`src/design/ipv4oh_pkg.sv`:
```
`timescale 1ns / 1ps
// ----------------------------------------------------------------------------
// ipv4oh_pkg
// Shared types and constants of the IPv4 octet histogram counter: counter
// width, bank geometry, action and category codes, sequencer states.
// ----------------------------------------------------------------------------
package ipv4oh_pkg;

    localparam int COUNT_WIDTH = 64;
    localparam int HITS_WIDTH  = 64;

    localparam int NUM_CATS   = 3;
    localparam int NUM_DIRS   = 2;
    localparam int NUM_OCTETS = 4;
    localparam int NUM_BINS   = 256;
    localparam int OCTET_W    = 8;

    // one bank per octet position, one row per (category, direction, bin)
    localparam int NUM_ROWS = NUM_CATS * NUM_DIRS * NUM_BINS;
    localparam int ROW_AW   = $clog2(NUM_ROWS);
    localparam int SLOT_W   = ROW_AW - OCTET_W;
    localparam int NUM_SLOTS = NUM_CATS * NUM_DIRS;

    localparam logic [1:0] ACT_COUNT = 2'd0;
    localparam logic [1:0] ACT_READ  = 2'd1;
    localparam logic [1:0] ACT_CLEAR = 2'd2;

    localparam logic [1:0] CAT_TOTAL   = 2'd0;
    localparam logic [1:0] CAT_SPOOFED = 2'd1;
    localparam logic [1:0] CAT_ERRATIC = 2'd2;

    localparam logic DIR_SRC = 1'b0;
    localparam logic DIR_DST = 1'b1;

    typedef logic [COUNT_WIDTH-1:0] count_t;
    typedef logic [ROW_AW-1:0] row_t;
    typedef logic [SLOT_W-1:0] slot_t;
    typedef logic [NUM_OCTETS-1:0][COUNT_WIDTH-1:0] bank_data_t;

    typedef struct packed {
        logic                             rd_en;
        logic                             inc;
        logic [NUM_OCTETS-1:0][ROW_AW-1:0] rd_row;
        logic                             clr_en;
        logic [ROW_AW-1:0]                clr_row;
    } bank_ctrl_t;

    typedef enum logic [2:0] {
        ST_CLEAR,
        ST_IDLE,
        ST_COUNT,
        ST_RD_SRC,
        ST_RD_DST,
        ST_RD_CAP,
        ST_RESULT
    } state_t;

endpackage

```
`src/design/ipv4oh_item_if.sv`:
```
`timescale 1ns / 1ps
// ----------------------------------------------------------------------------
// ipv4oh_item_if
// Input channel: one beat is a count, read or clear item.
// ----------------------------------------------------------------------------
interface ipv4oh_item_if;
    logic        valid;
    logic        ready;
    logic [1:0]  action;
    logic [31:0] src_addr;
    logic        src_valid;
    logic [31:0] dst_addr;
    logic        dst_valid;
    logic        is_erratic;
    logic        is_spoofed;
    logic [1:0]  read_category;
    logic [1:0]  read_octet;
    logic [7:0]  read_bin;

    modport source (
        output valid, action, src_addr, src_valid, dst_addr, dst_valid,
               is_erratic, is_spoofed, read_category, read_octet, read_bin,
        input  ready
    );
    modport sink (
        input  valid, action, src_addr, src_valid, dst_addr, dst_valid,
               is_erratic, is_spoofed, read_category, read_octet, read_bin,
        output ready
    );
endinterface

```
`src/design/ipv4oh_result_if.sv`:
```
`timescale 1ns / 1ps
// ----------------------------------------------------------------------------
// ipv4oh_result_if
// Output channel: one beat carries the source and destination counts of a bin.
// ----------------------------------------------------------------------------
interface ipv4oh_result_if;
    logic        valid;
    logic        ready;
    logic [63:0] src_hits;
    logic [63:0] dst_hits;

    modport source (
        output valid, src_hits, dst_hits,
        input  ready
    );
    modport sink (
        input  valid, src_hits, dst_hits,
        output ready
    );
endinterface

```
`src/design/ipv4oh_seq.sv`:
```
`timescale 1ns / 1ps
// ----------------------------------------------------------------------------
// ipv4oh_seq
// Sequencer: takes item beats, steps through the six category/direction slots
// of a count, the two reads of a read item and the clear sweep, and holds the
// result register.
// ----------------------------------------------------------------------------
module ipv4oh_seq (
    input  logic                   clk,
    input  logic                   rst_n,
    ipv4oh_item_if.sink            item,
    ipv4oh_result_if.source        result,
    output ipv4oh_pkg::bank_ctrl_t ctrl,
    input  ipv4oh_pkg::bank_data_t rd_data
);

    ipv4oh_pkg::state_t state_reg, state_next;
    ipv4oh_pkg::row_t   clr_cnt_reg, clr_cnt_next;
    ipv4oh_pkg::slot_t  slot_reg, slot_next;

    logic [31:0] src_addr_reg, src_addr_next;
    logic [31:0] dst_addr_reg, dst_addr_next;
    logic        src_valid_reg, src_valid_next;
    logic        dst_valid_reg, dst_valid_next;
    logic        erratic_reg, erratic_next;
    logic        spoofed_reg, spoofed_next;
    logic [1:0]  cat_reg, cat_next;
    logic [1:0]  oct_reg, oct_next;
    logic [7:0]  bin_reg, bin_next;

    ipv4oh_pkg::count_t src_hold_reg, src_hold_next;
    ipv4oh_pkg::count_t dst_hold_reg, dst_hold_next;
    ipv4oh_pkg::count_t src_out_reg, src_out_next;
    ipv4oh_pkg::count_t dst_out_reg, dst_out_next;
    logic               out_valid_reg, out_valid_next;

    logic        slot_dir;
    logic [1:0]  slot_cat;
    logic        slot_tag;
    logic        slot_en;
    logic [31:0] slot_addr;
    logic        cat_ok;

    always_ff @(posedge clk or negedge rst_n)
    begin
        if (!rst_n)
        begin
            state_reg     <= ipv4oh_pkg::ST_CLEAR;
            clr_cnt_reg   <= '0;
            slot_reg      <= '0;
            out_valid_reg <= 1'b0;
        end
        else
        begin
            state_reg     <= state_next;
            clr_cnt_reg   <= clr_cnt_next;
            slot_reg      <= slot_next;
            out_valid_reg <= out_valid_next;
        end
    end

    always_ff @(posedge clk)
    begin
        src_addr_reg  <= src_addr_next;
        dst_addr_reg  <= dst_addr_next;
        src_valid_reg <= src_valid_next;
        dst_valid_reg <= dst_valid_next;
        erratic_reg   <= erratic_next;
        spoofed_reg   <= spoofed_next;
        cat_reg       <= cat_next;
        oct_reg       <= oct_next;
        bin_reg       <= bin_next;
        src_hold_reg  <= src_hold_next;
        dst_hold_reg  <= dst_hold_next;
        src_out_reg   <= src_out_next;
        dst_out_reg   <= dst_out_next;
    end

    // slot = category * 2 + direction
    assign slot_dir  = slot_reg[0];
    assign slot_cat  = slot_reg[2:1];
    assign slot_addr = (slot_dir == ipv4oh_pkg::DIR_DST) ? dst_addr_reg : src_addr_reg;
    assign cat_ok    = cat_reg inside {ipv4oh_pkg::CAT_TOTAL, ipv4oh_pkg::CAT_SPOOFED,
                                       ipv4oh_pkg::CAT_ERRATIC};

    always_comb
    begin
        case (slot_cat)
            ipv4oh_pkg::CAT_TOTAL:   slot_tag = 1'b1;
            ipv4oh_pkg::CAT_SPOOFED: slot_tag = spoofed_reg;
            ipv4oh_pkg::CAT_ERRATIC: slot_tag = erratic_reg;
            default:                 slot_tag = 1'b0;
        endcase
        slot_en = slot_tag &&
                  ((slot_dir == ipv4oh_pkg::DIR_DST) ? dst_valid_reg : src_valid_reg);
    end

    always_comb
    begin
        state_next     = state_reg;
        clr_cnt_next   = clr_cnt_reg;
        slot_next      = slot_reg;
        src_addr_next  = src_addr_reg;
        dst_addr_next  = dst_addr_reg;
        src_valid_next = src_valid_reg;
        dst_valid_next = dst_valid_reg;
        erratic_next   = erratic_reg;
        spoofed_next   = spoofed_reg;
        cat_next       = cat_reg;
        oct_next       = oct_reg;
        bin_next       = bin_reg;
        src_hold_next  = src_hold_reg;
        dst_hold_next  = dst_hold_reg;
        src_out_next   = src_out_reg;
        dst_out_next   = dst_out_reg;
        out_valid_next = out_valid_reg;
        ctrl           = '0;
        item.ready     = 1'b0;

        if (result.ready)
        begin
            out_valid_next = 1'b0;
        end

        case (state_reg)
            ipv4oh_pkg::ST_CLEAR:
            begin
                ctrl.clr_en  = 1'b1;
                ctrl.clr_row = clr_cnt_reg;
                if (clr_cnt_reg == ipv4oh_pkg::ROW_AW'(ipv4oh_pkg::NUM_ROWS - 1))
                begin
                    state_next = ipv4oh_pkg::ST_IDLE;
                end
                else
                begin
                    clr_cnt_next = clr_cnt_reg + ipv4oh_pkg::ROW_AW'(1);
                end
            end

            ipv4oh_pkg::ST_IDLE:
            begin
                item.ready = 1'b1;
                if (item.valid)
                begin
                    src_addr_next  = item.src_addr;
                    dst_addr_next  = item.dst_addr;
                    src_valid_next = item.src_valid;
                    dst_valid_next = item.dst_valid;
                    erratic_next   = item.is_erratic;
                    spoofed_next   = item.is_spoofed;
                    cat_next       = item.read_category;
                    oct_next       = item.read_octet;
                    bin_next       = item.read_bin;
                    case (item.action)
                        ipv4oh_pkg::ACT_COUNT:
                        begin
                            slot_next  = '0;
                            state_next = ipv4oh_pkg::ST_COUNT;
                        end
                        ipv4oh_pkg::ACT_READ:
                        begin
                            state_next = ipv4oh_pkg::ST_RD_SRC;
                        end
                        ipv4oh_pkg::ACT_CLEAR:
                        begin
                            clr_cnt_next = '0;
                            state_next   = ipv4oh_pkg::ST_CLEAR;
                        end
                        default:
                        begin
                            state_next = ipv4oh_pkg::ST_IDLE;
                        end
                    endcase
                end
            end

            ipv4oh_pkg::ST_COUNT:
            begin
                // write-back of the last slot lands in the first idle cycle
                ctrl.rd_en = slot_en;
                ctrl.inc   = 1'b1;
                for (int b = 0; b < ipv4oh_pkg::NUM_OCTETS; b++)
                begin
                    ctrl.rd_row[b] = {slot_reg,
                                      slot_addr[31 - b*ipv4oh_pkg::OCTET_W -: ipv4oh_pkg::OCTET_W]};
                end
                if (slot_reg == ipv4oh_pkg::SLOT_W'(ipv4oh_pkg::NUM_SLOTS - 1))
                begin
                    state_next = ipv4oh_pkg::ST_IDLE;
                end
                else
                begin
                    slot_next = slot_reg + ipv4oh_pkg::SLOT_W'(1);
                end
            end

            ipv4oh_pkg::ST_RD_SRC:
            begin
                ctrl.rd_en = cat_ok;
                for (int b = 0; b < ipv4oh_pkg::NUM_OCTETS; b++)
                begin
                    ctrl.rd_row[b] = {cat_reg, ipv4oh_pkg::DIR_SRC, bin_reg};
                end
                state_next = ipv4oh_pkg::ST_RD_DST;
            end

            ipv4oh_pkg::ST_RD_DST:
            begin
                ctrl.rd_en = cat_ok;
                for (int b = 0; b < ipv4oh_pkg::NUM_OCTETS; b++)
                begin
                    ctrl.rd_row[b] = {cat_reg, ipv4oh_pkg::DIR_DST, bin_reg};
                end
                src_hold_next = cat_ok ? rd_data[oct_reg] : '0;
                state_next    = ipv4oh_pkg::ST_RD_CAP;
            end

            ipv4oh_pkg::ST_RD_CAP:
            begin
                dst_hold_next = cat_ok ? rd_data[oct_reg] : '0;
                state_next    = ipv4oh_pkg::ST_RESULT;
            end

            ipv4oh_pkg::ST_RESULT:
            begin
                // wait for the result register to drain
                if (!out_valid_reg || result.ready)
                begin
                    src_out_next   = src_hold_reg;
                    dst_out_next   = dst_hold_reg;
                    out_valid_next = 1'b1;
                    state_next     = ipv4oh_pkg::ST_IDLE;
                end
            end

            default:
            begin
                state_next = ipv4oh_pkg::ST_IDLE;
            end
        endcase
    end

    assign result.valid    = out_valid_reg;
    assign result.src_hits = ipv4oh_pkg::HITS_WIDTH'(src_out_reg);
    assign result.dst_hits = ipv4oh_pkg::HITS_WIDTH'(dst_out_reg);

    a_no_rd_during_clear: assert property (@(posedge clk) disable iff (!rst_n)
        !(ctrl.rd_en && ctrl.clr_en))
        else $error("bank read issued during clear sweep");

    a_clr_in_range: assert property (@(posedge clk) disable iff (!rst_n)
        (state_reg == ipv4oh_pkg::ST_CLEAR) |->
        (clr_cnt_reg < ipv4oh_pkg::ROW_AW'(ipv4oh_pkg::NUM_ROWS)))
        else $error("clear sweep row out of range");

    a_result_from_read: assert property (@(posedge clk) disable iff (!rst_n)
        $rose(out_valid_reg) |-> $past(state_reg == ipv4oh_pkg::ST_RESULT))
        else $error("result beat not preceded by a read");

    a_count_starts_at_slot0: assert property (@(posedge clk) disable iff (!rst_n)
        (item.valid && item.ready && item.action == ipv4oh_pkg::ACT_COUNT) |=>
        (state_reg == ipv4oh_pkg::ST_COUNT && slot_reg == '0))
        else $error("count beat did not start slot walk");

    a_no_rd_when_idle: assert property (@(posedge clk) disable iff (!rst_n)
        (state_reg == ipv4oh_pkg::ST_IDLE) |-> !ctrl.rd_en && !ctrl.clr_en)
        else $error("bank access while idle");

endmodule

```
`src/flat_wrapper.sv`:
```
// flat-port wrapper written by rule: the top's interface ports become plain ports
module ipv4oh_seq_flat 
  (clk, rst_n, ctrl, rd_data, item_valid, item_action, item_src_addr, item_src_valid, item_dst_addr, item_dst_valid, item_is_erratic, item_is_spoofed, item_read_category, item_read_octet, item_read_bin, item_ready, result_valid, result_src_hits, result_dst_hits, result_ready);
  ipv4oh_item_if item_i ();
  ipv4oh_result_if result_i ();
  input  logic clk;
  input  logic rst_n;
  output ipv4oh_pkg::bank_ctrl_t ctrl;
  input  ipv4oh_pkg::bank_data_t rd_data;
  input wire logic [$bits(item_i.valid)-1:0] item_valid;
  input wire logic [$bits(item_i.action)-1:0] item_action;
  input wire logic [$bits(item_i.src_addr)-1:0] item_src_addr;
  input wire logic [$bits(item_i.src_valid)-1:0] item_src_valid;
  input wire logic [$bits(item_i.dst_addr)-1:0] item_dst_addr;
  input wire logic [$bits(item_i.dst_valid)-1:0] item_dst_valid;
  input wire logic [$bits(item_i.is_erratic)-1:0] item_is_erratic;
  input wire logic [$bits(item_i.is_spoofed)-1:0] item_is_spoofed;
  input wire logic [$bits(item_i.read_category)-1:0] item_read_category;
  input wire logic [$bits(item_i.read_octet)-1:0] item_read_octet;
  input wire logic [$bits(item_i.read_bin)-1:0] item_read_bin;
  output wire logic [$bits(item_i.ready)-1:0] item_ready;
  output wire logic [$bits(result_i.valid)-1:0] result_valid;
  output wire logic [$bits(result_i.src_hits)-1:0] result_src_hits;
  output wire logic [$bits(result_i.dst_hits)-1:0] result_dst_hits;
  input wire logic [$bits(result_i.ready)-1:0] result_ready;
  assign item_i.valid = item_valid;
  assign item_i.action = item_action;
  assign item_i.src_addr = item_src_addr;
  assign item_i.src_valid = item_src_valid;
  assign item_i.dst_addr = item_dst_addr;
  assign item_i.dst_valid = item_dst_valid;
  assign item_i.is_erratic = item_is_erratic;
  assign item_i.is_spoofed = item_is_spoofed;
  assign item_i.read_category = item_read_category;
  assign item_i.read_octet = item_read_octet;
  assign item_i.read_bin = item_read_bin;
  assign item_ready = item_i.ready;
  assign result_valid = result_i.valid;
  assign result_src_hits = result_i.src_hits;
  assign result_dst_hits = result_i.dst_hits;
  assign result_i.ready = result_ready;
  ipv4oh_seq u_core (.clk(clk), .rst_n(rst_n), .item(item_i), .result(result_i), .ctrl(ctrl), .rd_data(rd_data));
endmodule
```
`config.mk`:
```
export PLATFORM = sky130hd
export DESIGN_NAME = ipv4oh_seq_flat
export DESIGN_NICKNAME = d
export VERILOG_FILES = /design/src/design/ipv4oh_pkg.sv /design/src/design/ipv4oh_item_if.sv /design/src/design/ipv4oh_result_if.sv /design/src/design/ipv4oh_seq.sv /design/src/flat_wrapper.sv
export SDC_FILE = /design/constraint.sdc
export NUM_CORES = 1
export LEC_CHECK = 0
export ABC_CLOCK_PERIOD_IN_PS = 10500
export BUFFER_PORTS_ARGS = -buffer_cell sky130_fd_sc_hd__buf_2
export CAP_MARGIN = 0
export CORE_AREA = 2 2 208 210
export DETAILED_ROUTE_END_ITERATION = 8
export DIE_AREA = 0 0 210 212
export HOLD_SLACK_MARGIN = 0.12
export PLACE_DENSITY = 0.55
export RECOVER_POWER = 100
export SLEW_MARGIN = 20
export SYNTH_ARGS = -nofsm -noshare
export SYNTH_HDL_FRONTEND = slang
export SYNTH_SLANG_ARGS = --single-unit
```
`constraint.sdc`:
```
create_clock -name clk -period 10.5 [get_ports clk]
set_input_delay 2.1 -clock clk [delete_from_list [all_inputs] [get_ports clk]]
set_output_delay 2.1 -clock clk [all_outputs]
set_load 0.05 [all_outputs]
```
## Yosys cells after proc, flatten, opt, wreduce, memory -nomap -nowiden

Index checks and enable logic that the tools add are counted.

- Register bits after elaboration: 354
- Bits of input ports: 342
- Output and inout bits: 188
- Logic and storage cells: 86

- Add/subtract/negate cells: 2
- Order comparisons: 1
- Equality and inequality tests: 22
- Muxes and demuxes: 28
- Reduce and logical (&&, ||, !) cells: 16

Operators by type and width:

| operator | count |
|---|---|
| 44-bit one-hot mux with 3 select lines | 1 |
| 64-bit binary-select mux with 2-bit select | 1 |
| 64-bit two-way mux | 2 |
| 11-bit two-way mux | 3 |
| 32-bit two-way mux | 1 |
| 11-bit one-hot mux with 2 select lines | 1 |
| 3-bit two-way mux | 7 |
| 3-bit one-hot mux with 7 select lines | 1 |
| 3-bit == test, second input constant | 4 |
| 12-bit two-way mux | 1 |
| 4-bit AND reduction | 3 |
| 11-bit by 1-bit adder with 11-bit output, second input constant | 1 |
| 11-bit == test, second input constant | 1 |
| 2-bit by 1-bit inequality test with 1-bit output, second input constant | 5 |
| 2-bit by 1-bit == test with 1-bit output, second input constant | 3 |
| 2-bit == test, second input constant | 3 |
| 3-bit by 2-bit == test with 1-bit output, second input constant | 2 |
| 2-bit zero test | 3 |
| 1-bit two-way mux | 6 |
| 2-bit inequality test, second input constant | 3 |
| 2-bit one-hot mux with 3 select lines | 1 |
| 3-bit one-hot mux with 2 select lines | 1 |
| 2-bit AND reduction | 2 |
| 2-bit nonzero test | 2 |
| other kinds (11) | 11 |

## Longest topological paths before layout

Gate-level depths: netlist of run 1.

- Depth after elaboration: 4
- Depth in mapped cells: 7
- Gate-level depth less buffers: 6

## Worst setup path after synthesis of run 1

No wires, ideal clock.

- Path type: input -> register
- From: input result_ready
- To: register u_core.dst_out_reg[0] (netlist: u_core.result.dst_hits[0]) (enable)
- Library setup time: 0.631 ns
- Arrival time: 7.870 ns
- Required time: 9.869 ns
- Setup slack: 1.999 ns
- Cell stages on the path: 2
- Path buffers: 0
- Path through: nand2b_1 > nor2b_1

- Longest elaborated chain between the ends: 2

RTL lines:

| what | line | RTL |
|---|---|---|
| start: declaration | flat_wrapper.sv:25 | `input wire logic [$bits(result_i.ready)-1:0] result_ready;` |
| 1-bit logical OR | ipv4oh_seq.sv:227 | `if (!out_valid_reg \|\| result.ready)` |
| 2-bit AND reduction (no source line) | n/a |  |
| end signal: assignment | ipv4oh_seq.sv:76 | `dst_out_reg <= dst_out_next;` |
| end: declaration | ipv4oh_seq.sv:34 | `ipv4oh_pkg::count_t dst_out_reg, dst_out_next;` |

No other way between the ends.
A chain may end at the register's enable or synchronous reset.

## Final worst setup path of run 1

- From: input result_ready
- To: register u_core.src_out_reg[62] (netlist: u_core.result.src_hits[62]) (enable)

- Longest elaborated chain between the ends: 2

RTL lines:

| what | line | RTL |
|---|---|---|
| 1-bit logical OR | ipv4oh_seq.sv:227 |  |
| 2-bit AND reduction (no source line) | n/a |  |
| end signal: assignment | ipv4oh_seq.sv:75 | `src_out_reg <= src_out_next;` |
| end: declaration | ipv4oh_seq.sv:33 | `ipv4oh_pkg::count_t src_out_reg, src_out_next;` |

No other way between the ends.

==> metrics.md, run 1 <==
| Metric | Value |
|---|---|
| Clk slew on worst S/H paths | `0.06 ns` |
| DRT Pass-1 Iters | `5` |
| Worst vdd ir | `0.000168 V` |
| Initial antenna violation count | `3` |
| Global-route wire length before repair | `52300 µm` |
| FILL cells | `3988` |
| Antenna viol nets, final | `0` |
| Least-Margin Pin Slew | `4.31 ns` |
| Worst hold path class | `reg -> reg` |
| CTS Root Cell | `clkbuf_16` |
| CTS resizes | `0` |
| Hold Crit Depth | `0` |
| TritonCTS clock tree | `built` |
| Final setup TNS | `0 ns` |
| DP Wirelength | `26600 µm` |
| Fin crit period | `6.94 ns` |
| Worst Path Arrival | `7.12 ns` |
| Syn Std Cell Area | `0.0138 mm²` |
| Hold WS | `0.411 ns` |
| FF+latch area | `0.0105 mm²` |
| Share of cells above drive strength 1 | `36.1%` |
| Slowest Stage Delay on Critical Path | `2.29 ns` |
| Area of the multi-input gates | `0.00303 mm²` |
| Most frequent cells after synthesis | `edfxtp_1 (336), nor2b_1 (65), mux4_2 (64)` |
| Max_cap viols | `7` |
| Initial cell density of the core | `32.5%` |
| PortBufs | `529` |
| Part of the cycle the worst path needs | `66.1%` |
| ANT cells | `0` |
| Crit-path cells | `buf_2, nand2b_1, nor2b_1, clkbuf_1, buf_4` |
| Most frequent cell after synthesis | `edfxtp_1` |
| Worst endpoint required time | `10.68 ns` |
| Crit. End Element | `flop` |
| I/O pin cnt | `530` |
| R2R depth | `4` |
| Vias in the first global route | `8671` |
| F_max | `0.144 GHz` |
| RSZ-0062 raised after global routing | `false` |
| Post-synth EDFFs | `336` |
| Vias | `8476` |
| Worst path slowest cell | `clkbuf_1` |
| Syn avg cell area | `19.3 µm²` |
| Final Wtd Congestion | `0.813` |
| Part of the Yosys area used for sequential elements | `76.3%` |
| Drt drc | `0` |
| Vias per cell | `4.63` |
| Register-to-register setup slack | `4.70 ns` |
| Synth area leaders | `edfxtp_1 (73%), mux4_2 (10%), dfrtp_1 (3.3%)` |
| Fin worst setup slack | `3.56 ns` |
| Post-synth top area cell | `edfxtp_1` |
| Core Box Area | `0.0425 mm²` |
| Final setup fails | `0` |
| Status | `finished with violations` |
| Layout Nets | `1597` |
| Cts-stage hold buffer count | `0` |
| Slew headroom | `-187%` |
| CTS max path bufs | `3` |
| Cells after Synth | `715` |
| Total wire length | `36600 µm` |
| Pwr dens | `259 mW/mm²` |
| Synthesized Nets | `1060` |
| Failing checks | `max-capacitance violations, max-slew violations` |
| Finished Core Util | `42.3%` |
| Layout area overhead | `30.3%` |
| H-tree Lvls | `2` |
| Post-DP Area | `0.0170 mm²` |
| Leakage Power | `6.57 nW` |
| Die Wd | `210 µm` |
| Die Area | `0.0445 mm²` |
| Die height | `212 µm` |
| Design Area, Final | `0.0180 mm²` |
| Setup Fix Bufs, Post-CTS | `0` |
| Max-slew violation count | `323` |
| Endpoints failing hold | `0` |
| Grt ovf | `0` |
| TritonCTS buffer count | `40` |
| Cell Rows | `76` |
| Tot GR Track Use | `15.9%` |
| Worst Path Max Fanout | `57` |
| Yosys cell types | `43` |
| Async S/R FF share, synth | `5.08%` |
| Yosys warns | `0` |
| Clock Sinks | `354` |
| Most used DFF post-synth | `edfxtp_1` |
| Number of synthesized register bits | `354` |
| Setup Skew | `0.0116 ns` |
| Worst skew pair latency | `0.55 ns` |
| Share of the synthesized area in the top cell type | `73.1%` |
| Drt wl/cell | `20.0 µm` |
| Crit path kind | `in -> reg` |
| Pin count of the biggest net entering global routing | `81` |
| Startpoint types | `input port` |
| DP Worst Slack | `5.56 ns` |
| Starting DRT DRC Count | `372` |
[layout by cell type (no fill, tap or decap), types with 3 or more instances in the layout]
cell / synthesis / layout
ha_1: 3 / 3
o21ai_0: 43 / 42
nand3_1: 8 / 8
nor3_1: 4 / 4
edfxtp_1: 336 / 336
and2_1: 13 / 12
dfrtp_1: 18 / 17
and3_1: 3 / 3
buf_2: 9 / 336
clkinv_2: 0 / 4
mux2i_1: 33 / 33
clkinv_1: 0 / 12
mux4_2: 64 / 64
a31oi_1: 4 / 4
nor2_1: 6 / 5
nand3b_1: 6 / 6
nor2b_1: 65 / 65
a21oi_1: 6 / 6
clkbuf_16: 0 / 41
nand2_1: 22 / 22
inv_1: 8 / 8
buf_4: 9 / 4
clkbuf_1: 22 / 208
[worst max-delay path, delay by kind of cell]
family                 cells  cell delay [ns]
buffers and inverters      3             3.20
AND/OR/NAND/NOR            2             1.77
[path summary, 6_finish.rpt]
kind                                         startpoint                    endpoint
worst min-delay path            u_core.dst_hold_reg[27]  u_core.result.dst_hits[27]
worst min register to register  u_core.dst_hold_reg[27]  u_core.result.dst_hits[27]
worst max-delay path                       result_ready  u_core.result.src_hits[62]
min in group asynchronous                         rst_n       u_core.clr_cnt_reg[1]
worst max register to register      u_core.state_reg[0]  u_core.result.src_hits[62]
max in group asynchronous                         rst_n          u_core.slot_reg[0]
[stage by stage]
step | instances | power, mW
2_1_floorplan | 715 | 3.05
3_3_place_gp | 1756 | 3.42
3_5_place_dp | 1756 | 3.43
4_1_cts | 1829 | 4.75
5_1_grt | 1829 | 4.88
6_report | 1829 | 4.66
[cell type report]
class | instances | share of cell area [%]
timing repair buffer | 540 | 13.7
tap | 546 | 3.80
clock inverter | 24 | 1.02
inverter | 8 | 0.167
sequential | 354 | 58.6
clock buffer | 49 | 5.87
multi-input combinational | 308 | 16.8
[per-layer routing]
metal	vias up	part of all wire, %	track usage (%)
met5	-	0.025	0
met4	2	2.4	5.58
met3	61	8.0	5.13
met2	379	51	28.2
met1	4123	39	18.1
li1	3911	-	-
[logic make-up (layout without fill, tap and decap cells)]
group | Yosys count | count (layout) | synth area share (%)
flip-flops | 354 | 354 | 76.3
AND/OR/NAND/NOR | 137 | 137 | 5.70
multiplexers | 97 | 97 | 12.8
AO/OA/AOI/OAI | 70 | 70 | 2.96
buffers and inverters | 53 | 621 | 1.82
adder cells (fa/ha/maj) | 3 | 3 | 0.272
XOR/XNOR | 1 | 1 | 0.0635
[power by group]
| part | leakage, nW | total, mW | internal (mW) | switching [mW] |
|---|---|---|---|---|
| sequential | 3.30 | 2.03 | 1.93 | 0.102 |
| clock | 0.595 | 1.30 | 0.746 | 0.554 |
| combinational | 2.67 | 1.33 | 0.330 | 0.998 |
| total | 6.57 | 4.66 | 3.01 | 1.65 |
No activity file was read; power rests on OpenSTA's default activity.
==> inputs of run 2 (changes only) <==
--- a/config.mk
+++ b/config.mk
@@ -5,14 +5,14 @@
 export SDC_FILE = /design/constraint.sdc
 export NUM_CORES = 1
 export LEC_CHECK = 0
-export ABC_CLOCK_PERIOD_IN_PS = 10500
+export ABC_CLOCK_PERIOD_IN_PS = 5620
 export BUFFER_PORTS_ARGS = -buffer_cell sky130_fd_sc_hd__buf_2
 export CAP_MARGIN = 0
-export CORE_AREA = 2 2 208 210
+export CORE_AREA = 2 2 209 211
 export DETAILED_ROUTE_END_ITERATION = 8
-export DIE_AREA = 0 0 210 212
+export DIE_AREA = 0 0 211 213
 export HOLD_SLACK_MARGIN = 0.12
-export PLACE_DENSITY = 0.55
+export PLACE_DENSITY = 0.57
 export RECOVER_POWER = 100
 export SLEW_MARGIN = 20
 export SYNTH_ARGS = -nofsm -noshare
==> constraint.sdc (replaced) <==
create_clock -name clk -period 5.62 [get_ports clk]
set_input_delay 1.124 -clock clk [delete_from_list [all_inputs] [get_ports clk]]
set_output_delay 1.124 -clock clk [all_outputs]
set_load 0.05 [all_outputs]
==> run 2 against run 1 <==
Against the previous run: the flow still finishes with violations (max-capacitance violations, max-slew violations); flip-flop and latch count did not move; routed wire length unchanged; register-to-register slack worse by 3.6 ns; sequential share of layout area is 0.20 points lower; total power rose by 88%; critical endpoint is now ctrl[48]; highest routed layer unchanged.
==> metrics.md, run 2 (synthesis gave the netlist of run 1 again) <==
| Metric | Value |
|---|---|
| Status | `finished with violations (unchanged)` |
| Failing checks | `max-capacitance violations, max-slew violations (unchanged)` |
| CTS resizes | `0 (unchanged)` |
| Most common cell after layout, fill and taps aside | `buf_2` |
| Top sig layer | `met5 (unchanged)` |
| Fin crit period | `4.72 ns` |
| Slew headroom | `-82.4% (was -187%)` |
| Grt ovf | `0 (unchanged)` |
| Setup Fix Bufs, Post-CTS | `0 (unchanged)` |
| Setup Skew | `0.00987 ns (was 0.0116 ns)` |
| FF-to-FF End | `u_core.src_hold_reg[20] (was u_core.result.src_hits[62])` |
| Layout Nets | `1598 (was 1597)` |
| Pin count of the biggest net entering global routing | `67 (was 81)` |
| Vias per cell | `4.66 (was 4.63)` |
| R2r startpoint | `u_core.cat_reg[1] (was u_core.state_reg[0])` |
| TritonCTS buffer count | `39 (was 40)` |
| Initial antenna violation count | `3 (unchanged)` |
| Clock Sinks | `354 (unchanged)` |
| Leakage Power | `6.69 nW (was 6.57 nW)` |
| Vias | `8506 (was 8476)` |
| Tot GR Track Use | `15.4% (was 15.9%)` |
| Die Wd | `211 µm (was 210 µm)` |
| Worst Hold End | `u_core.result.dst_hits[55] (was u_core.result.dst_hits[27])` |
| Max-slew violation count | `296 (was 323)` |
| DRT Pass-1 Iters | `5 (unchanged)` |
| F_max | `0.212 GHz` |
| Worst skew pair latency | `0.54 ns (was 0.55 ns)` |
| Worst endpoint required time | `4.50 ns (was 10.68 ns)` |
| Clock power share | `28.5% (was 27.9%)` |
| Worst path slowest cell | `o21ai_0 (was clkbuf_1)` |
| Drt wl/cell | `20.0 µm (about the same)` |
| Layout area overhead | `30.7% (was 30.3%)` |
| Pwr dens | `486 mW/mm² (was 259 mW/mm²)` |
| Crit path top cell by count | `o21ai_0` |
| HP Start | `u_core.dst_hold_reg[55] (was u_core.dst_hold_reg[27])` |
| Global-route wire length before repair | `51000 µm (was 52300 µm)` |
| Crit path max-delay family | `compound AO/OA/AOI/OAI gates (was buffers and inverters)` |
| Share of cells above drive strength 1 | `38.0% (was 36.1%)` |
| PortBufs | `529 (unchanged)` |
| Drt drc | `0 (unchanged)` |
| Buf/Inv on CP | `1 (was 3)` |
| Core Box Area | `0.0427 mm² (was 0.0425 mm²)` |
| Logic pwr share | `28.4% (was 28.5%)` |
| Initial cell density of the core | `32.3% (was 32.5%)` |
| Cts-stage hold buffer count | `0 (unchanged)` |
| Worst Path Arrival | `3.60 ns (was 7.12 ns)` |
| CTS Root Cell | `clkbuf_16 (unchanged)` |
| Final setup fails | `0 (unchanged)` |
| Vias in the first global route | `8583 (was 8671)` |
| CTS max path bufs | `3 (unchanged)` |
| Hold Crit Depth | `0 (unchanged)` |
| Starting DRT DRC Count | `377 (was 372)` |
| Endpoints failing hold | `0 (unchanged)` |
| Worst vdd ir | `0.000342 V (was 0.000168 V)` |
| DP Wirelength | `26800 µm (was 26600 µm)` |
| Cell Rows | `76 (unchanged)` |
| Met3 wire len | `2770 µm (was 2930 µm)` |
| CP startpoint | `u_core.state_reg[1] (was result_ready)` |
| Final cell count without fillers | `1827 (was 1829)` |
| Final Wtd Congestion | `0.804 (was 0.813)` |
| Final setup TNS | `0 ns (unchanged)` |
| Share of power burned in registers | `43.1% (was 43.6%)` |
| Max_cap viols | `9 (was 7)` |
| Crit. End Element | `output pin (was flop)` |
| Slowest Stage Delay on Critical Path | `1.19 ns (was 2.29 ns)` |
| Worst hold path class | `reg -> reg (unchanged)` |
| Die Area | `0.0449 mm² (was 0.0445 mm²)` |
| Crit-path cells | `or2_2, o21ai_0, nand2_1, o21ai_0, buf_2 (was buf_2, nand2b_1, nor2b_1, clkbuf_1, buf_4)` |
| I/O pin cnt | `530 (unchanged)` |
| Die height | `213 µm (was 212 µm)` |
| Antenna viol nets, final | `0 (unchanged)` |
| Fin worst setup slack | `0.899 ns (was 3.56 ns)` |
| R2R depth | `3 (was 4)` |
| TritonCTS clock tree | `built (unchanged)` |
| Placed insts | `1758 (was 1756)` |
| Switching part of the total | `34.7% (was 35.5%)` |
| Int Pwr | `5.74 mW (was 3.01 mW)` |
| Register-to-register setup slack | `1.14 ns (was 4.70 ns)` |
| Finished Core Util | `42.3% (about the same)` |
| DP Worst Slack | `1.94 ns (was 5.56 ns)` |
| Hold WS | `0.407 ns (was 0.411 ns)` |
| Worst Path Max Fanout | `11 (was 57)` |
| Met2 wire length | `18600 µm (about the same)` |
| H-tree Lvls | `2 (unchanged)` |
| Clk slew on worst S/H paths | `0.06 ns (about the same)` |
| Crit path kind | `reg -> out (was in -> reg)` |
| Least-Margin Pin Slew | `2.73 ns (was 4.31 ns)` |
| Part of the cycle the worst path needs | `84.0%` |
| Startpoint types | `flop (was input port)` |
| RSZ-0062 raised after global routing | `false (unchanged)` |
| NetSw | `3.04 mW (was 1.65 mW)` |
| DRT met1 WL | `14400 µm (was 14100 µm)` |
| Total wire length | `36600 µm (unchanged)` |
| Most frequent cells in the layout | `buf_2 (358), edfxtp_1 (336), clkbuf_1 (185), nor2b_1 (65), mux4_2 (64) (was buf_2 (336), edfxtp_1 (336), clkbuf_1 (208), nor2b_1 (65), mux4_2 (64))` |
[run 2: per-stage QoR]
| step | total power, mW | area, µm² |
|---|---|---|
| after global routing | 9.17 | 18000 |
| final | 8.78 | 18000 |
| after CTS | 8.95 | 18300 |
| after global placement | 6.38 | 17100 |
| after detailed placement | 6.42 | 17100 |
| after floorplan | 5.68 | 13800 |
[run 2: how the worst max path moves through the flow]
stage / end / cells after the start / slack [ns]
final: ctrl[48] / 5 / 0.90
after global routing: ctrl[48] / 5 / 0.64
after CTS: ctrl[48] / 5 / 1.35
after detailed placement: ctrl[48] / 5 / 1.94
after global placement: ctrl[48] / 5 / 2.02
after floorplan: ctrl[31] / 5 / 0.22
[run 2: layer usage]
metal / track usage (%) / up-vias
met2: 26.7 / 391
li1: - / 3904
met4: 5.51 / 2
met5: 0 / -
met3: 4.37 / 47
met1: 18.4 / 4162
[run 2: area by class of cell]
type	count	area, µm²
antenna	1	2.50
clock buffer	49	1020
clock inverter	19	231
fill	4003	24600
inverter	8	30.0
multi-input combinational	308	3020
sequential	354	10500
tap	546	683
timing repair buffer	542	2510
[run 2: power by group through the flow]
stage / sequential [mW] / clock, mW / combinational (mW)
after floorplan: 4.03 / 0 / 1.65
after global placement: 3.80 / 0 / 2.58
after detailed placement: 3.81 / 0 / 2.60
after CTS: 3.76 / 2.58 / 2.61
after global routing: 3.83 / 2.68 / 2.66
final: 3.78 / 2.51 / 2.49
==> inputs of run 3 (changes only) <==
--- a/config.mk
+++ b/config.mk
@@ -5,7 +5,7 @@
 export SDC_FILE = /design/constraint.sdc
 export NUM_CORES = 1
 export LEC_CHECK = 0
-export ABC_CLOCK_PERIOD_IN_PS = 5620
+export ABC_CLOCK_PERIOD_IN_PS = 4100
 export BUFFER_PORTS_ARGS = -buffer_cell sky130_fd_sc_hd__buf_2
 export CAP_MARGIN = 0
 export CORE_AREA = 2 2 209 211
==> constraint.sdc (replaced) <==
create_clock -name clk -period 4.1 [get_ports clk]
set_input_delay 0.82 -clock clk [delete_from_list [all_inputs] [get_ports clk]]
set_output_delay 0.82 -clock clk [all_outputs]
set_load 0.05 [all_outputs]
==> run 3 against run 2 <==
Against the previous run: the flow still finishes with violations (max-capacitance violations, max-slew violations); critical path depth shrank 1; routed wire length up 1.8%; setup slack worse by 0.43 ns; clock skew decreased by 0.0013 ns; global-route usage grew 0.76 points; first-iteration DRC count increased by 9.3%; register-to-register slack worse by 0.26 ns; cell count up 0.27%; count of clock-buffer cells in the layout shrank 3; flip-flop and latch count stayed put; critical path type unchanged.
==> metrics.md, run 3 (synthesis gave the netlist of run 1 again) <==
| Metric | Value |
|---|---|
| Leakage Power | `6.63 nW (was 6.69 nW)` |
| HP Start | `u_core.src_hold_reg[29] (was u_core.dst_hold_reg[55])` |
| Crit. End Element | `output pin (unchanged)` |
| Core Box Area | `0.0427 mm² (unchanged)` |
| H-tree Lvls | `2 (unchanged)` |
| Hold Crit Depth | `0 (unchanged)` |
| Worst Path Max Fanout | `21 (was 11)` |
| Worst Hold End | `u_core.result.src_hits[29] (was u_core.result.dst_hits[55])` |
| Vias | `8513 (was 8506)` |
| Cts-stage hold buffer count | `0 (unchanged)` |
| FILL cells | `3985 (was 4003)` |
| F_max | `0.275 GHz` |
| R2r startpoint | `u_core.state_reg[0] (was u_core.cat_reg[1])` |
| Final setup fails | `0 (unchanged)` |
| Share of power burned in registers | `43.9% (was 43.1%)` |
| CTS max path bufs | `3 (unchanged)` |
| Switching part of the total | `35.8% (was 34.7%)` |
| Tot GR Track Use | `16.2% (was 15.4%)` |
| Met3 wire len | `2920 µm (was 2770 µm)` |
| Initial cell density of the core | `32.3% (unchanged)` |
| Most common cell after layout, fill and taps aside | `buf_2 (unchanged)` |
| Max-slew violation count | `225 (was 296)` |
| Total power | `11.9 mW (was 8.78 mW)` |
| Global-route wire length before repair | `53200 µm (was 51000 µm)` |
| FF+latch area | `0.0105 mm² (unchanged)` |
| DP Wirelength | `27100 µm (was 26800 µm)` |
| Starting DRT DRC Count | `412 (was 377)` |
| Die Wd | `211 µm (unchanged)` |
| Cell Rows | `76 (unchanged)` |
| Least-Margin Pin Slew | `1.98 ns (was 2.73 ns)` |
| Clock power share | `27.5% (was 28.5%)` |
| Layout Nets | `1601 (was 1598)` |
| Met2 wire length | `18700 µm (was 18600 µm)` |
| Failing checks | `max-capacitance violations, max-slew violations (unchanged)` |
| PortBufs | `529 (unchanged)` |
| ANT cells | `0 (was 1)` |
| Antenna viol nets, final | `0 (unchanged)` |
| Area of the multi-input gates | `0.00302 mm² (unchanged)` |
| Setup Skew | `0.00861 ns (was 0.00987 ns)` |
| Vias in the first global route | `8834 (was 8583)` |
| Initial antenna violation count | `8 (was 3)` |
| DRT met1 WL | `14500 µm (was 14400 µm)` |
| Die Area | `0.0449 mm² (unchanged)` |
| TritonCTS clock tree | `built (unchanged)` |
| Most frequent cells in the layout | `buf_2 (343), edfxtp_1 (336), clkbuf_1 (193), nor2b_1 (65), mux4_2 (64) (was buf_2 (358), edfxtp_1 (336), clkbuf_1 (185), nor2b_1 (65), mux4_2 (64))` |
| Worst endpoint required time | `3.28 ns (was 4.50 ns)` |
| Worst vdd ir | `0.000382 V (was 0.000342 V)` |
| Final setup TNS | `0 ns (unchanged)` |
| Final Wtd Congestion | `0.806 (was 0.804)` |
| Post-DP Area | `0.0171 mm² (about the same)` |
| Drt drc | `0 (unchanged)` |
| Die height | `213 µm (unchanged)` |
| Layout area overhead | `30.6% (was 30.7%)` |
| Fin crit period | `3.63 ns` |
| Part of the cycle the worst path needs | `88.5%` |
| Share of cells above drive strength 1 | `37.5% (was 38.0%)` |
| Pwr dens | `658 mW/mm² (was 486 mW/mm²)` |
| NetSw | `4.25 mW (was 3.04 mW)` |
| Pin count of the biggest net entering global routing | `85 (was 67)` |
| R2R depth | `3 (unchanged)` |
| CTS resizes | `0 (unchanged)` |
| Top sig layer | `met5 (unchanged)` |
| Int Pwr | `7.61 mW (was 5.74 mW)` |
| Drt wl/cell | `20.3 µm (was 20.0 µm)` |
| CTS Root Cell | `clkbuf_16 (unchanged)` |
| Grt ovf | `0 (unchanged)` |
| TritonCTS buffer count | `39 (unchanged)` |
| I/O pin cnt | `530 (unchanged)` |
| Crit path kind | `reg -> out (unchanged)` |
| DRT Pass-1 Iters | `4 (was 5)` |
| Clk slew on worst S/H paths | `0.06 ns (about the same)` |
| Worst skew pair latency | `0.55 ns (was 0.54 ns)` |
| Clock Sinks | `354 (unchanged)` |
| Vias per cell | `4.65 (was 4.66)` |
| Logic pwr share | `28.7% (was 28.4%)` |
| Setup Fix Bufs, Post-CTS | `0 (unchanged)` |
| Total wire length | `37200 µm (was 36600 µm)` |
| Max_cap viols | `4 (was 9)` |
| Endpoints failing hold | `0 (unchanged)` |
| Worst hold path class | `reg -> reg (unchanged)` |
| Startpoint types | `flop (unchanged)` |
| Design Area, Final | `0.0180 mm² (about the same)` |
| Slew headroom | `-31.9% (was -82.4%)` |
| Worst Path Arrival | `2.81 ns (was 3.60 ns)` |
| RSZ-0062 raised after global routing | `false (unchanged)` |
| Register-to-register setup slack | `0.88 ns (was 1.14 ns)` |
| Status | `finished with violations (unchanged)` |
| FF-to-FF End | `u_core.result.src_hits[21] (was u_core.src_hold_reg[20])` |
## run 3: stage by stage
| step | hold WS, ns | util, % | setup WS (ns) | cells |
|---|---|---|---|---|
| finish | 0.411 | 42.2 | 0.470 | 1832 |
| global route | 0.409 | 42.2 | 0.320 | 1832 |
| CTS | 0.193 | 42.9 | 0.726 | 1832 |
| detailed placement | 0.405 | 40.1 | 1.36 | 1761 |
| global placement | 0.400 | 40.0 | 1.43 | 1760 |
| floorplan | 0.400 | - | 0.0495 | 715 |
## run 3: final cells by class
cell class                 count  area share, %
sequential                   354           58.4
inverter                       8          0.166
clock buffer                  46           5.56
clock inverter                25           1.07
timing repair buffer         545           14.2
multi-input combinational    308           16.7
tap                          546           3.79
## run 3: metal layers
metal  GRT usage [%]  vias up
met5               0        -
met4            6.36        8
met3            4.72       67
met2            27.8      370
met1            19.1     4151
li1                -     3917
## run 3: how the worst max path moves through the flow
stage,end,start,slack (ns)
after floorplan,ctrl[31],u_core.state_reg[1],0.05
after global placement,ctrl[57],u_core.state_reg[2],1.43
after detailed placement,ctrl[57],u_core.state_reg[2],1.36
after CTS,ctrl[57],u_core.state_reg[2],0.73
after global routing,ctrl[27],u_core.slot_reg[0],0.32
final,ctrl[27],u_core.slot_reg[0],0.47
## run 3: power groups by stage
stage / Sequential, mW / Combinational (mW) / Clock (mW)
2_1_floorplan: 5.50 / 2.27 / 0
3_3_place_gp: 5.25 / 3.54 / 0
3_5_place_dp: 5.27 / 3.58 / 0
4_1_cts: 5.19 / 3.59 / 3.36
5_1_grt: 5.27 / 3.66 / 3.50
6_report: 5.21 / 3.40 / 3.26
## run 3: critical path: stages, from the launching register on
cell	delay [ns]
dfrtp_2	0.64
clkbuf_2	0.66
mux2i_1	0.18
o21ai_0	0.25
clkbuf_1	0.51
